**src/rtl/nmea_pkg.sv**
```systemverilog
// ----------------------------------------------------------------------------
// nmea_pkg
// Shared types, character codes and arithmetic constants for the NMEA
// position sentence parser.
// ----------------------------------------------------------------------------
package nmea_pkg;

    localparam int FRACTION_DIGITS_DEF = 5;

    // Character codes
    localparam logic [7:0] CH_COMMA = 8'h2C;
    localparam logic [7:0] CH_POINT = 8'h2E;
    localparam logic [7:0] CH_CR    = 8'h0D;
    localparam logic [7:0] CH_LF    = 8'h0A;
    localparam logic [7:0] CH_A     = 8'h41;
    localparam logic [7:0] CH_V     = 8'h56;
    localparam logic [7:0] CH_N     = 8'h4E;
    localparam logic [7:0] CH_E     = 8'h45;
    localparam logic [7:0] CH_ZERO  = 8'h30;
    localparam logic [7:0] CH_NINE  = 8'h39;

    // Field numbers (text after comma k is field k)
    localparam logic [2:0] FLD_TIME   = 3'd1;
    localparam logic [2:0] FLD_STATUS = 3'd2;
    localparam logic [2:0] FLD_LAT    = 3'd3;
    localparam logic [2:0] FLD_NS     = 3'd4;
    localparam logic [2:0] FLD_LON    = 3'd5;
    localparam logic [2:0] FLD_EW     = 3'd6;

    // Accumulator saturation limits
    localparam logic [17:0] TIME_MAX = 18'd262143;
    localparam logic [17:0] LATW_MAX = 18'd16383;
    localparam logic [17:0] LONW_MAX = 18'd32767;

    // Conversion constants
    localparam logic [23:0] E7        = 24'd10000000;
    localparam logic [12:0] RECIP_100 = 13'd5243;       // ceil(2^19 / 100)
    localparam int          RECIP_SH  = 19;
    localparam logic [31:0] RECIP_15  = 32'h11111112;   // ceil(2^32 / 15)
    localparam logic [31:0] LAT_LIMIT = 32'd900000000;
    localparam logic [31:0] LON_LIMIT = 32'd1800000000;

    // Weight of fraction digit j (0 = first after the point), 7-digit scale
    localparam logic [23:0] POW10 [0:6] = '{
        24'd1000000, 24'd100000, 24'd10000, 24'd1000, 24'd100, 24'd10, 24'd1
    };

    typedef enum logic [1:0] {
        ST_OK     = 2'd0,
        ST_NO_SEP = 2'd1,
        ST_TRUNC  = 2'd2
    } status_t;

    // Non-position part of a result, carried along the conversion stages
    typedef struct packed {
        status_t     status;
        logic [17:0] utc;
        logic        fix;
        logic        north;
        logic        east;
    } side_t;

    // acc * 10 + d, saturated at lim
    function automatic logic [17:0] acc_sat(input logic [17:0] acc,
                                            input logic [3:0]  d,
                                            input logic [17:0] lim);
        logic [21:0] v;
        v = 22'(acc) * 22'd10 + 22'(d);
        return (v > 22'(lim)) ? lim : v[17:0];
    endfunction

endpackage

```
**src/rtl/nmea_position_field_parser_top.sv**
```systemverilog
// ----------------------------------------------------------------------------
// nmea_position_field_parser_top
// Character-stream RMC-style sentence parser producing UTC time, fix flag,
// and latitude/longitude in degrees * 1e7.
// ----------------------------------------------------------------------------
// Usage:
//   Slave channel: one ASCII character per transfer in s_tdata[7:0];
//   s_tuser marks the first character of a new sentence and clears field
//   progress (the fix flag is kept). Until such a start, characters are
//   dropped.
//   Master channel: one result transfer per sentence, at the seventh comma
//   (status OK) or at a CR/LF before it (status no-separator / truncated,
//   position and time fields zero).
//   Throughput: one character per cycle, also across results, unless stalled as below.
//   Path: a result for the character that closes the sentence passes the
//   input register, parser into the capture stage, then divide by 100,
//   remainder and degrees * 1e7, minutes at 1e7 scale, divide by 60, and
//   the add-and-saturate output register before it shows on m_tvalid.
//   Stall: the stages form an elastic pipeline; bubbles are squeezed out
//   and s_tready only drops when a result-producing character waits while
//   every stage downstream of the parser holds a result and m_tready is
//   low. Other characters keep flowing even then.
//   Reset (rst_n low, asynchronous): pipeline empty, fix flag clear, parser
//   waiting for a sentence start.
// ----------------------------------------------------------------------------
module nmea_position_field_parser_top
    import nmea_pkg::*;
#(
    parameter int FRACTION_DIGITS = FRACTION_DIGITS_DEF   // 1..7
)
(
    input  logic        clk,
    input  logic        rst_n,
    input  logic        s_tvalid,
    output logic        s_tready,
    input  logic [7:0]  s_tdata,   // [7:0] char_byte
    input  logic        s_tuser,   // [0] sentence_start
    output logic        m_tvalid,
    input  logic        m_tready,
    output logic [87:0] m_tdata,   // [17:0] utc_hhmmss, [18] fix_valid,
                                   // [48:19] latitude_e7, [49] is_north,
                                   // [80:50] longitude_e7, [81] is_east, zero pad
    output logic [1:0]  m_tuser    // [1:0] status
);

    localparam logic [3:0] FD = 4'(FRACTION_DIGITS);

    // ------------------------------------------------------------------
    // Input register
    // ------------------------------------------------------------------
    logic       in_valid_reg;
    logic [7:0] in_char_reg;
    logic       in_start_reg;
    logic       in_fire;

    // Parser state
    logic [2:0]  fld_reg, fld_next;
    logic        done_reg, done_next;
    logic        point_reg, point_next;
    logic [2:0]  fcnt_reg, fcnt_next;
    logic        started_reg, started_next;
    logic [17:0] time_reg, time_next;
    logic [13:0] latw_reg, latw_next;
    logic [23:0] latf_reg, latf_next;
    logic [14:0] lonw_reg, lonw_next;
    logic [23:0] lonf_reg, lonf_next;
    logic        north_reg, north_next;
    logic        east_reg, east_next;
    logic        fix_reg, fix_next;

    // Parser result
    logic        emit;
    side_t       emit_side;
    logic [13:0] emit_latw;
    logic [23:0] emit_latf;
    logic [14:0] emit_lonw;
    logic [23:0] emit_lonf;

    // Pipeline stage valids and free flags
    logic a_valid_reg, b_valid_reg, c_valid_reg, d_valid_reg, e_valid_reg;
    logic f_valid_reg;
    logic a_free, b_free, c_free, d_free, e_free, f_free;

    // Stage payloads
    side_t       a_side_reg, b_side_reg, c_side_reg, d_side_reg, e_side_reg;
    side_t       f_side_reg;
    logic [13:0] a_latw_reg, b_latw_reg;
    logic [14:0] a_lonw_reg, b_lonw_reg;
    logic [23:0] a_latf_reg, b_latf_reg, c_latf_reg;
    logic [23:0] a_lonf_reg, b_lonf_reg, c_lonf_reg;
    logic [7:0]  b_latq_reg;
    logic [8:0]  b_lonq_reg;
    logic [6:0]  c_latr_reg, c_lonr_reg;
    logic [30:0] c_latqe_reg, d_latqe_reg, e_latqe_reg;
    logic [31:0] c_lonqe_reg, d_lonqe_reg, e_lonqe_reg;
    logic [29:0] d_latx_reg, d_lonx_reg;
    logic [27:0] e_latq3_reg, e_lonq3_reg;
    logic [29:0] f_lat_reg;
    logic [30:0] f_lon_reg;

    // ------------------------------------------------------------------
    // Flow control: a stage is free when empty or when the next one is
    // ------------------------------------------------------------------
    assign f_free = !f_valid_reg || m_tready;
    assign e_free = !e_valid_reg || f_free;
    assign d_free = !d_valid_reg || e_free;
    assign c_free = !c_valid_reg || d_free;
    assign b_free = !b_valid_reg || c_free;
    assign a_free = !a_valid_reg || b_free;

    assign in_fire  = in_valid_reg && (!emit || a_free);
    assign s_tready = !in_valid_reg || in_fire;

    always_ff @(posedge clk or negedge rst_n)
    begin
        if (!rst_n)
        begin
            in_valid_reg <= 1'b0;
        end
        else if (s_tready)
        begin
            in_valid_reg <= s_tvalid;
        end
    end

    always_ff @(posedge clk)
    begin
        if (s_tready)
        begin
            in_char_reg  <= s_tdata;
            in_start_reg <= s_tuser;
        end
    end

    // ------------------------------------------------------------------
    // Parser: while no result waits on a full pipeline, one character per cycle
    // ------------------------------------------------------------------
    logic       is_digit;
    logic [3:0] digit;
    logic       frac_ok;

    assign is_digit = (in_char_reg >= CH_ZERO) && (in_char_reg <= CH_NINE);
    assign digit    = 4'(in_char_reg - CH_ZERO);

    always_comb
    begin
        fld_next     = fld_reg;
        done_next    = done_reg;
        point_next   = point_reg;
        fcnt_next    = fcnt_reg;
        started_next = started_reg;
        time_next    = time_reg;
        latw_next    = latw_reg;
        latf_next    = latf_reg;
        lonw_next    = lonw_reg;
        lonf_next    = lonf_reg;
        north_next   = north_reg;
        east_next    = east_reg;
        fix_next     = fix_reg;
        emit         = 1'b0;
        emit_side    = '0;
        emit_latw    = '0;
        emit_latf    = '0;
        emit_lonw    = '0;
        emit_lonf    = '0;
        frac_ok      = 1'b0;

        if (in_valid_reg)
        begin
            if (in_start_reg)
            begin
                fld_next     = '0;
                point_next   = 1'b0;
                fcnt_next    = '0;
                started_next = 1'b0;
                time_next    = '0;
                latw_next    = '0;
                latf_next    = '0;
                lonw_next    = '0;
                lonf_next    = '0;
                north_next   = 1'b0;
                east_next    = 1'b0;
                done_next    = 1'b0;
            end

            if (!done_next)
            begin
                if (in_char_reg == CH_CR || in_char_reg == CH_LF)
                begin
                    // line end before the sentence completed
                    emit             = 1'b1;
                    emit_side.status = (fld_next == '0) ? ST_NO_SEP : ST_TRUNC;
                    emit_side.fix    = fix_next;
                    done_next        = 1'b1;
                end
                else if (in_char_reg == CH_COMMA)
                begin
                    if (fld_next >= FLD_EW)
                    begin
                        emit             = 1'b1;
                        emit_side.status = ST_OK;
                        emit_side.utc    = time_next;
                        emit_side.fix    = fix_next;
                        emit_side.north  = north_next;
                        emit_side.east   = east_next;
                        emit_latw        = latw_next;
                        emit_latf        = latf_next;
                        emit_lonw        = lonw_next;
                        emit_lonf        = lonf_next;
                        done_next        = 1'b1;
                    end
                    else
                    begin
                        fld_next     = fld_next + 3'd1;
                        point_next   = 1'b0;
                        fcnt_next    = '0;
                        started_next = 1'b0;
                    end
                end
                else
                begin
                    // first character of a letter field
                    if (!started_next)
                    begin
                        if (fld_next == FLD_STATUS)
                        begin
                            if (in_char_reg == CH_A)
                            begin
                                fix_next = 1'b1;
                            end
                            else if (in_char_reg == CH_V)
                            begin
                                fix_next = 1'b0;
                            end
                        end
                        else if (fld_next == FLD_NS)
                        begin
                            north_next = (in_char_reg == CH_N);
                        end
                        else if (fld_next == FLD_EW)
                        begin
                            east_next = (in_char_reg == CH_E);
                        end
                    end
                    started_next = 1'b1;

                    if (fld_next == FLD_TIME || fld_next == FLD_LAT
                        || fld_next == FLD_LON)
                    begin
                        frac_ok = ({1'b0, fcnt_next} < FD);
                        if (in_char_reg == CH_POINT)
                        begin
                            point_next = 1'b1;
                        end
                        else if (is_digit)
                        begin
                            if (fld_next == FLD_TIME)
                            begin
                                if (!point_next)
                                begin
                                    time_next = acc_sat(time_next, digit, TIME_MAX);
                                end
                            end
                            else if (!point_next)
                            begin
                                if (fld_next == FLD_LAT)
                                begin
                                    latw_next = 14'(acc_sat(18'(latw_next), digit,
                                                            LATW_MAX));
                                end
                                else
                                begin
                                    lonw_next = 15'(acc_sat(18'(lonw_next), digit,
                                                            LONW_MAX));
                                end
                            end
                            else if (frac_ok)
                            begin
                                // fraction kept at a fixed 7-digit scale
                                if (fld_next == FLD_LAT)
                                begin
                                    latf_next = latf_next + 24'(28'(digit)
                                        * 28'(POW10[fcnt_next]));
                                end
                                else
                                begin
                                    lonf_next = lonf_next + 24'(28'(digit)
                                        * 28'(POW10[fcnt_next]));
                                end
                                fcnt_next = fcnt_next + 3'd1;
                            end
                        end
                    end
                end
            end
        end
    end

    always_ff @(posedge clk or negedge rst_n)
    begin
        if (!rst_n)
        begin
            fld_reg     <= '0;
            done_reg    <= 1'b1;
            point_reg   <= 1'b0;
            fcnt_reg    <= '0;
            started_reg <= 1'b0;
            time_reg    <= '0;
            latw_reg    <= '0;
            latf_reg    <= '0;
            lonw_reg    <= '0;
            lonf_reg    <= '0;
            north_reg   <= 1'b0;
            east_reg    <= 1'b0;
            fix_reg     <= 1'b0;
        end
        else if (in_fire)
        begin
            fld_reg     <= fld_next;
            done_reg    <= done_next;
            point_reg   <= point_next;
            fcnt_reg    <= fcnt_next;
            started_reg <= started_next;
            time_reg    <= time_next;
            latw_reg    <= latw_next;
            latf_reg    <= latf_next;
            lonw_reg    <= lonw_next;
            lonf_reg    <= lonf_next;
            north_reg   <= north_next;
            east_reg    <= east_next;
            fix_reg     <= fix_next;
        end
    end

    // ------------------------------------------------------------------
    // Conversion pipeline
    //   value = (W / 100) * 1e7 + floor(((W % 100) * 1e7 + F7) / 60)
    //   with F7 the minute fraction scaled to seven digits
    // ------------------------------------------------------------------
    logic [26:0] latw_prod;
    logic [27:0] lonw_prod;
    logic [14:0] latq100;
    logic [15:0] lonq100;
    logic [30:0] latr_e7;
    logic [30:0] lonr_e7;
    logic [63:0] latx_prod;
    logic [63:0] lonx_prod;
    logic [31:0] lat_sum;
    logic [31:0] lon_sum;

    assign latw_prod = 27'(a_latw_reg) * 27'(RECIP_100);
    assign lonw_prod = 28'(a_lonw_reg) * 28'(RECIP_100);
    assign latq100   = 15'(b_latq_reg) * 15'd100;
    assign lonq100   = 16'(b_lonq_reg) * 16'd100;
    assign latr_e7   = 31'(c_latr_reg) * 31'(E7);
    assign lonr_e7   = 31'(c_lonr_reg) * 31'(E7);
    assign latx_prod = 64'(d_latx_reg[29:2]) * 64'(RECIP_15);
    assign lonx_prod = 64'(d_lonx_reg[29:2]) * 64'(RECIP_15);
    assign lat_sum   = 32'(e_latqe_reg) + 32'(e_latq3_reg);
    assign lon_sum   = e_lonqe_reg + 32'(e_lonq3_reg);

    always_ff @(posedge clk or negedge rst_n)
    begin
        if (!rst_n)
        begin
            a_valid_reg <= 1'b0;
            b_valid_reg <= 1'b0;
            c_valid_reg <= 1'b0;
            d_valid_reg <= 1'b0;
            e_valid_reg <= 1'b0;
            f_valid_reg <= 1'b0;
        end
        else
        begin
            if (a_free) a_valid_reg <= in_valid_reg && emit;
            if (b_free) b_valid_reg <= a_valid_reg;
            if (c_free) c_valid_reg <= b_valid_reg;
            if (d_free) d_valid_reg <= c_valid_reg;
            if (e_free) e_valid_reg <= d_valid_reg;
            if (f_free) f_valid_reg <= e_valid_reg;
        end
    end

    always_ff @(posedge clk)
    begin
        // A: raw fields captured from the parser
        if (a_free)
        begin
            a_side_reg <= emit_side;
            a_latw_reg <= emit_latw;
            a_latf_reg <= emit_latf;
            a_lonw_reg <= emit_lonw;
            a_lonf_reg <= emit_lonf;
        end
        // B: whole degrees by reciprocal multiply
        if (b_free)
        begin
            b_side_reg <= a_side_reg;
            b_latq_reg <= 8'(latw_prod >> RECIP_SH);
            b_lonq_reg <= 9'(lonw_prod >> RECIP_SH);
            b_latw_reg <= a_latw_reg;
            b_lonw_reg <= a_lonw_reg;
            b_latf_reg <= a_latf_reg;
            b_lonf_reg <= a_lonf_reg;
        end
        // C: whole minutes and degrees * 1e7
        if (c_free)
        begin
            c_side_reg  <= b_side_reg;
            c_latr_reg  <= 7'(15'(b_latw_reg) - latq100);
            c_lonr_reg  <= 7'(16'(b_lonw_reg) - lonq100);
            c_latqe_reg <= 31'(b_latq_reg) * 31'(E7);
            c_lonqe_reg <= 32'(33'(b_lonq_reg) * 33'(E7));
            c_latf_reg  <= b_latf_reg;
            c_lonf_reg  <= b_lonf_reg;
        end
        // D: minutes at 7-digit scale
        if (d_free)
        begin
            d_side_reg  <= c_side_reg;
            d_latx_reg  <= 30'(latr_e7 + 31'(c_latf_reg));
            d_lonx_reg  <= 30'(lonr_e7 + 31'(c_lonf_reg));
            d_latqe_reg <= c_latqe_reg;
            d_lonqe_reg <= c_lonqe_reg;
        end
        // E: minutes / 60 -> floor(x / 4 / 15)
        if (e_free)
        begin
            e_side_reg  <= d_side_reg;
            e_latq3_reg <= latx_prod[59:32];
            e_lonq3_reg <= lonx_prod[59:32];
            e_latqe_reg <= d_latqe_reg;
            e_lonqe_reg <= d_lonqe_reg;
        end
        // F: add and saturate, output register
        if (f_free)
        begin
            f_side_reg <= e_side_reg;
            f_lat_reg  <= (lat_sum > LAT_LIMIT) ? 30'(LAT_LIMIT) : 30'(lat_sum);
            f_lon_reg  <= (lon_sum > LON_LIMIT) ? 31'(LON_LIMIT) : 31'(lon_sum);
        end
    end

    assign m_tvalid = f_valid_reg;
    assign m_tuser  = f_side_reg.status;
    assign m_tdata  = {6'd0, f_side_reg.east, f_lon_reg, f_side_reg.north,
                       f_lat_reg, f_side_reg.fix, f_side_reg.utc};

`ifndef SYNTHESIS
    // input only backs up when every result stage is full and blocked
    a_stall_cause: assert property (@(posedge clk) disable iff (!rst_n)
        !s_tready |-> (m_tvalid && !m_tready))
        else $error("input stalled while pipeline has room");

    a_err_zero: assert property (@(posedge clk) disable iff (!rst_n)
        (m_tvalid && m_tuser != ST_OK) |-> (m_tdata[48:19] == '0
            && m_tdata[80:50] == '0 && m_tdata[17:0] == '0))
        else $error("error result carries position or time");

    a_lat_range: assert property (@(posedge clk) disable iff (!rst_n)
        m_tvalid |-> (32'(m_tdata[48:19]) <= LAT_LIMIT
            && 32'(m_tdata[80:50]) <= LON_LIMIT))
        else $error("position out of range");

    a_field_range: assert property (@(posedge clk) disable iff (!rst_n)
        fld_reg <= FLD_EW)
        else $error("field counter past last field");

    a_emit_done: assert property (@(posedge clk) disable iff (!rst_n)
        (in_fire && emit) |=> done_reg)
        else $error("sentence not closed after result");
`endif

endmodule
```
**config.mk**
```make
export PLATFORM = sky130hd
export DESIGN_NAME = nmea_position_field_parser_top
export DESIGN_NICKNAME = d
export VERILOG_FILES = /design/src/rtl/nmea_pkg.sv /design/src/rtl/nmea_position_field_parser_top.sv
export SDC_FILE = /design/constraint.sdc
export NUM_CORES = 2
export LEC_CHECK = 0
export BUFFER_PORTS_ARGS = -buffer_cell sky130_fd_sc_hd__buf_2
export CORE_MARGIN = 2
export CORE_UTILIZATION = 50
export CTS_BUF_LIST = sky130_fd_sc_hd__clkbuf_4 sky130_fd_sc_hd__clkbuf_8 sky130_fd_sc_hd__clkbuf_16
export DETAILED_ROUTE_END_ITERATION = 10
export GPL_ROUTABILITY_DRIVEN = 0
export PLACE_DENSITY = 0.78
export SYNTH_ARGS = -nofsm -noshare
export SYNTH_HDL_FRONTEND = slang
export SYNTH_SLANG_ARGS = --single-unit
```
**constraint.sdc**
```tcl
create_clock -name clk -period 6.3 [get_ports clk]
set_input_delay 0 -clock clk [delete_from_list [all_inputs] [get_ports clk]]
set_output_delay 0 -clock clk [all_outputs]
set_load 0.02 [all_outputs]
```
==> impl_metrics.env <==
export IMPL_slew_headroom=0.242
export IMPL_vdd_drop_max_uv=192
export IMPL_finalHoldViolations=0
export IMPL_ys_types=95
export IMPL_largest_reg_flops=31
export IMPL_path_max_fanout=5
export IMPL_synthFlopType="edfxtp_1"
export IMPL_reg2regPathDepth=27
export IMPL_grtUsageTotal=0.207
export IMPL_drt_iter0_drc=2570
export IMPL_multi_input_area_sq_um=39400
export IMPL_initial_core_util=0.504
export IMPL_cts_buffers=85
export IMPL_dp_final_hpwl_mm=111
export IMPL_wl_per_cell_microns=17.0
export IMPL_gr_total_overflow=0
export IMPL_power_leakage_nw=39.5
export IMPL_failed_checks="antenna violations, negative setup slack"
export IMPL_die_h_microns=369
export IMPL_worst_slack_ns=-0.0631
export IMPL_cp_end_kind="register"
export IMPL_ant_nets=1
export IMPL_r2r_setup_slack_ns=-0.06
export IMPL_clockBufferDepth=3
export IMPL_fillers=10500
export IMPL_die_area_sq_um=136000
export IMPL_clk_latency_ns=0.67
export IMPL_clkSlewWorstSetupHoldPaths_ns=0.06
export IMPL_required_ns=6.90
export IMPL_instances_no_fill=8247
export IMPL_fin_crit_sh=1.01
export IMPL_grt_pass1_vias=45900
export IMPL_wl_mm=140
export IMPL_route_met3_wl_mm=6.80
export IMPL_timing_fmax_mhz=157
export IMPL_async_flop_share=0.146
export IMPL_rsz0062_at_grt="true"
export IMPL_clock_sinks=781
export IMPL_synth_seq_area_share=0.344
export IMPL_fp_row_count=133
export IMPL_hp_class="input pin to register"
export IMPL_syn_area_sq_um=66500
export IMPL_die_w_microns=369
export IMPL_port_buffers=98
export IMPL_worst_slew_pin_slew_ns=1.13
export IMPL_clockRootBuffer="clkbuf_16"
export IMPL_viasPerCell=5.35
export IMPL_top_layer="met4"
export IMPL_drv_cap=0
export IMPL_drive_gt1_frac=0.0876
export IMPL_drc=0
export IMPL_route_met2_wl_mm=67.3
export IMPL_seq_area_sq_um=22900
export IMPL_yosys_warnings=0
export IMPL_antenna_found_initial=2
export IMPL_worstSetupEndpoint="latf_reg[23]"
export IMPL_route_layer_met1_wl_mm=61.4
export IMPL_ys_ff_latch=781
export IMPL_drt_pass1_iterations=5
export IMPL_startpoint="fcnt_reg[1]"
export IMPL_startpoint_type="register"
export IMPL_synth_edff_count=667
export IMPL_worstReg2RegStart="fcnt_reg[1]"
export IMPL_status="complete, but fails checks"
export IMPL_ios=105
export IMPL_p_total_w=0.0113
export IMPL_timing_rr_end="latf_reg[23]"
export IMPL_arrival_ns=6.97
export IMPL_placed_area_sq_um=70200
export IMPL_tns_ns=-0.0631
export IMPL_grt_pass1_wl_mm=230
export IMPL_finalCriticalPeriod_ns=6.36
export IMPL_htreeDepth=3
export IMPL_finalNetCount=8043
export IMPL_setup_viol=1
export IMPL_avgSynthCellArea_sq_um=10.9
export IMPL_fin_skew_ns=0.0271
export IMPL_fin_area_sq_um=73900
export IMPL_coreArea_sq_um=132000
export IMPL_num_vias=44100
export IMPL_drv_slew=0
export IMPL_post_place_cells=8045
export IMPL_synthCells=6102
export IMPL_crit_type="register to register"
export IMPL_power_density_nw_per_um2=153
export IMPL_cts_tree="yes"
export IMPL_grt_max_degree=119
export IMPL_syn2layout_area_growth_pct=11.1
[worst min path at each step]
stage	startpoint	endpoint	slack, ns	depth (start not counted)
3_3_place_gp	rst_n	a_valid_reg	0.10	1
2_1_floorplan	rst_n	a_valid_reg	-0.30	0
6_report	s_tdata[5]	in_char_reg[5]	0.05	2
4_1_cts	s_tdata[6]	in_char_reg[6]	0.02	2
5_1_grt	s_tdata[6]	in_char_reg[6]	0.04	2
3_5_place_dp	rst_n	latw_reg[12]	0.11	1
[worst max-delay path, stage by stage (launching register included)]
cell,delay (ns)
dfrtp_1,0.44
nor4b_2,0.35
nand2_1,0.15
fa_1,0.59
fa_1,0.46
buf_6,0.14
fa_2,0.39
nor2b_2,0.13
o21ai_2,0.07
a21boi_2,0.16
o21ai_2,0.09
a21boi_2,0.20
nor2_1,0.06
nor2_1,0.13
nor2_1,0.07
xnor2_1,0.15
ha_1,0.36
nand4_1,0.17
o311ai_2,0.32
o211ai_1,0.17
o21ai_1,0.24
a41o_1,0.24
o41ai_2,0.08
o21ai_1,0.16
xnor2_1,0.07
or4_1,0.50
or3_1,0.32
nand3_1,0.08
[per-stage QoR]
stage                     utilization  setup slack, ns  hold slack [ns]
after floorplan                     -          -0.0710           -0.296
after global placement          0.532          -0.0240            0.103
after CTS                       0.557          -0.0669           0.0178
final                           0.560          -0.0631           0.0468
after detailed placement        0.532           -0.224            0.109
after global routing            0.560           -0.452           0.0400
[cell type report]
cell class                 count  area share
multi-input combinational   4106       0.534
tap                         1755      0.0297
antenna                        6    0.000203
inverter                    1149      0.0585
sequential                   781       0.310
clock inverter                57     0.00955
timing repair buffer         291      0.0271
clock buffer                 102      0.0313
[Yosys cell counts, types with 82 or more instances]
cell type	number	area share
xnor2_1	233	0.031
ha_1	1132	0.21
inv_1	1149	0.065
dfrtp_1	113	0.043
nand2_1	257	0.015
nor2b_1	144	0.014
fa_1	484	0.15
and2_1	141	0.013
edfxtp_1	667	0.30
nor2_1	295	0.017
a21o_1	89	0.010
nor3_1	82	0.0062
o21ai_0	224	0.017
a21oi_1	250	0.019
[cells by family after synthesis]
kind of cell / Yosys count / synth area share
fa+ha+maj: 1616 / 0.359
simple gates: 1254 / 0.0961
buf+inv: 1220 / 0.0696
compound gates: 910 / 0.0890
flops: 781 / 0.344
xor+xnor: 312 / 0.0411
mux: 8 / 0.00126
other cells: 1 / 0.0000564
[report_power, final]
group	total [W]	internal [W]	switching, W
clock network	0.00531	0.00316	0.00215
logic	0.000444	0.000179	0.000265
registers	0.00556	0.00555	0.00000811
total	0.0113	0.00888	0.00242
[cells in the final DEF (no fill, tap or decap), drive strengths merged, types with 16 or more instances in the layout]
cell | synthesis | routed
or3 | 17 | 17
o211ai | 18 | 18
a22o | 18 | 18
clkbuf | 60 | 102
fa | 484 | 484
and3 | 36 | 36
nand2b | 70 | 70
nand2 | 257 | 257
o21bai | 25 | 25
xnor2 | 233 | 233
or2 | 28 | 28
a21o | 89 | 89
o21a | 49 | 49
inv | 1149 | 1158
o21ai | 236 | 236
buf | 11 | 277
a211oi | 22 | 22
edfxtp | 667 | 667
ha | 1132 | 1132
nor2b | 144 | 144
xor2 | 79 | 79
nor2 | 296 | 296
clkinv | 0 | 27
nand4 | 31 | 31
a21boi | 21 | 21
nor4 | 16 | 16
a31oi | 22 | 22
dfrtp | 113 | 113
nand3 | 78 | 78
and2 | 141 | 141
nor3 | 82 | 82
a21oi | 255 | 255
[metal layers]
layer | vias up | global-route usage
met3 | 252 | 0.0241
met4 | 0 | 0.0687
met1 | 21500 | 0.275
met5 | - | 0
li1 | 21400 | -
met2 | 1034 | 0.353
[repair_timing]
item                                    4_1_cts  5_1_grt
hold buffers                                 14        0
endpoints found under the hold margin        68        0
pin swaps                                    10       45
buffers inserted                              4       21
resized for setup                            15       63
endpoints found under the setup margin        7       37
Note: power is estimated with default switching activity, not from simulation.
